### src/rtl/ogc_clear.sv
module ogc_clear #(
  parameter int DEPTH = 65536
) (
  input  logic                     clk,
  input  logic                     rst,
  output logic                     busy,
  output logic [$clog2(DEPTH)-1:0] addr
);

  localparam int AW = $clog2(DEPTH);

  // Walks every address once after reset so that each cell can be written empty.
  always_ff @(posedge clk) begin
    if (rst) begin
      busy <= 1'b1;
      addr <= '0;
    end else if (busy) begin
      if (addr == AW'(DEPTH - 1)) begin
        busy <= 1'b0;
      end
      addr <= addr + AW'(1);
    end
  end

endmodule

### config.mk
export PLATFORM = sky130hd
export DESIGN_NAME = ogc_clear
export DESIGN_NICKNAME = d
export VERILOG_FILES = /design/src/rtl/ogc_clear.sv
export SDC_FILE = /design/constraint.sdc
export NUM_CORES = 1
export LEC_CHECK = 0
export BUFFER_PORTS_ARGS = -buffer_cell sky130_fd_sc_hd__buf_4
export CAP_MARGIN = 15
export CORE_MARGIN = 4
export CORE_UTILIZATION = 53
export DETAILED_ROUTE_END_ITERATION = 8
export PLACE_DENSITY = 0.8
export SLEW_MARGIN = 20
export SYNTH_ARGS = -nofsm -noshare
export SYNTH_HDL_FRONTEND = slang
export SYNTH_SLANG_ARGS = --single-unit
### constraint.sdc
create_clock -name clk -period 4.3 [get_ports clk]
set_clock_uncertainty 0.1 [all_clocks]
set_input_delay 0.86 -clock clk [delete_from_list [all_inputs] [get_ports clk]]
set_output_delay 0.86 -clock clk [all_outputs]
set_load 0.02 [all_outputs]
==> results.md <==
- RSZ-0062 raised after global routing: false
- Minimum clock period: approximately 2.0 ns
- Yosys top cell area share: 45.79%
- Die area: just over 2000 um2
- Cells after Synth: slightly above 80
- Worst Hold Class: flop to flop
- Number of synthesized flops with an enable pin: 0
- Maximum clock insertion buffer count: 2
- Io pins: 19
- Clock transition at the registers of the reported paths: ~0.09 ns
- Vias in the first global route: 572
- Initial Util: 56.41%
- Share of layout cells above drive strength 1: 23.23%
- Status: finished clean
- Reg2Reg Setup Slack: 2.65 ns
- Synth Area in XOR/XNOR: between 10 and 15%
- Post-DRT Antenna Nets: 0
- Num rows: 13
- CTS root buf: clkbuf_4
- R2R Path End: addr[14]
- CP Max Fanout: 9
- Critical path startpoint category: flop
- Tot GR Track Use: ~16%
- Dominant synthesized flop cell: dfxtp_1
- Worst path required time: about 3.3 ns
- CP Cell Sequence: buf_4
- First-pass GRT wire length: 2490 um
- CP Class: flop to output port
- Max-slew headroom: between 70 and 80%
- Clk_lat worst skew: roughly 0.28 ns
- Syn_area_per_cell: 9.064 um2
- Pwr Density: between 200 and 300 nW/um2
- Post-DP HPWL: a little over 1000 um
- Drt pass-1 iters: 2
- Top cells by count, synth: 17 x dfxtp_1, 13 x nor2_1, 10 x xor2_1, 6 x nand4_1
- Synthesis-to-finish area growth: 20.54%
- Netlist cell types: 20
- Hold path startpoint: addr[14]
- Worst setup EP type: output port
- Pin count of the biggest net entering global routing: 18
- CTS tree: built
- Slew Limit Fails: 0
- H-tree depth: 1
- Final routed DRC violation total: 0
- Hold endpoint: addr[14]
- Via count: approximately 600
- Slew of the pin with the lowest slew margin: 0.3327 ns
- DR iter-0 viols: 3
- Synthesized net count: 85
- Combinational family with the most area after synthesis: simple AND/OR/NAND/NOR gates
- Sink Count: 17
- Final Core Density: about two thirds
- Hold-fix buffers at CTS: 0
- Final net count: between 100 and 150
- Max Freq: around 510 MHz
- Mux cell area share after synthesis: between 1 and 1.5%
- Final setup viols: 0
- Static Leak: around 0.37 nW
- Die height: between 40 and 50 um
- Post-cts repair resize count: 0
- Grt total ovfl: 0
- Count leader, synth: dfxtp_1
- Adder-Cell Fraction of Synth Area: under 10%
- Hold violation count in the final report: 0
- Post-CTS setup-driven buffer insertion count: 0
- CTS buffer count: 3
- FFs w/ async S/R, synth: 0%
- N_diodes: 0
- CP max stage cell: dfxtp_1
- Die Wd: roughly 45 um
- Reg-to-reg startpoint: addr[0]
- CP Buf/Inv Count: 1
- Worst VDD drop: between 0.15 and 0.2 mV
- Mapped Area: 743.2 um2
- Hold path cells: 2
- Final WL: around 1400 um
- Initial antenna violation count: 0
- Avg Vias per Cell: 5.325
- I/O Buffers: 18
- Syn. warnings: 0
- DR WL/cell: around 12 um
- Max-Cap Viols: 0
- FF+latch count, synth: 17
- Core ar.: approximately 1300 um2
- Post-synthesis sequential area ratio: 45.79%
- Period utilization: between 40% and 50%
- Cell taking the most area after synthesis: dfxtp_1
- Post-synthesis compound-gate area fraction: under 10%
- Worst-case reg-to-reg path depth: 5
- Synth top area cells: dfxtp_1 46%, xor2_1 12%, nor2_1 6.6%
- Post-synthesis simple-gate area fraction: between 20% and 30%
- Setup TNS: 0 ns
- Routability cong.: roughly 0.73
- Family with the most delay on the worst path: flip-flops
- WP data arrival: ~1.0 ns
- Slowest stage delay, CP: approximately 0.53 ns
-- routing by layer --
metal  wire length [um]  track usage (%)  up-vias
met4                  8            5.263        0
met5                  0                0        -
met1                681            22.93      274
met3                 87            3.953        2
met2                622            24.51       14
li1                   -                -      317
-- layout by cell type, fill, tap and decap left out, drive strengths merged --
| cell | instances |
|---|---|
| and3 | 3 |
| ha | 1 |
| mux2i | 1 |
| buf | 18 |
| nand4 | 6 |
| nand2 | 4 |
| nand2b | 1 |
| or3 | 3 |
| xnor2 | 2 |
| dfxtp | 17 |
| and2 | 1 |
| clkbuf | 4 |
| xor2 | 10 |
| a21oi | 3 |
| and4 | 3 |
| o21ai | 4 |
| nand3 | 5 |
| nor2 | 13 |
-- kinds of logic (layout without fill, tap and decap cells) --
family	after synthesis	in the layout
simple gates	39	39
compound gates	7	7
xor+xnor	12	12
flops	17	17
mux	1	1
fa+ha+maj	1	1
buf+inv	5	22
-- stage by stage --
stage / instance area [um2] / instances / hold slack, ns / setup slack (ns) / power (mW)
floorplan: 743.2 / 82 / 0.4656 / 2.648 / 0.1753
detailed placement: 869.6 / 110 / 0.4034 / 2.644 / 0.1813
finish: 895.9 / 114 / 0.4126 / 2.322 / 0.2607
global route: 895.9 / 114 / 0.4564 / 2.263 / 0.2718
global placement: 869.6 / 110 / 0.3888 / 2.663 / 0.1807
CTS: 895.9 / 114 / 0.4181 / 2.318 / 0.2643
-- report_power, final --
part	internal, mW	switching, mW
registers	0.160	0.00274
clock network	0.0360	0.0472
logic	0.00634	0.00862
-- layout make-up --
class | instances | area, um2
clock buffer | 4 | 26.28
fill | 123 | 421.7
multi-input combinational | 60 | 375.4
sequential | 17 | 340.3
tap | 15 | 18.77
timing repair buffer | 18 | 135.1
-- flip-flops by register name (all words and copies together), names as in the netlist --
name and flops:
addr 16, busy 1
-- worst max-delay path by stage --
stage | slack, ns | depth (start not counted) | to | start
floorplan | 2.65 | 5 | addr[14] | addr[0]
global placement | 2.66 | 1 | addr[7] | addr[7]
detailed placement | 2.64 | 1 | addr[7] | addr[7]
CTS | 2.32 | 1 | addr[7] | addr[7]
global route | 2.26 | 1 | addr[7] | addr[7]
finish | 2.32 | 1 | addr[7] | addr[7]
(Power assumes the default switching activity.)
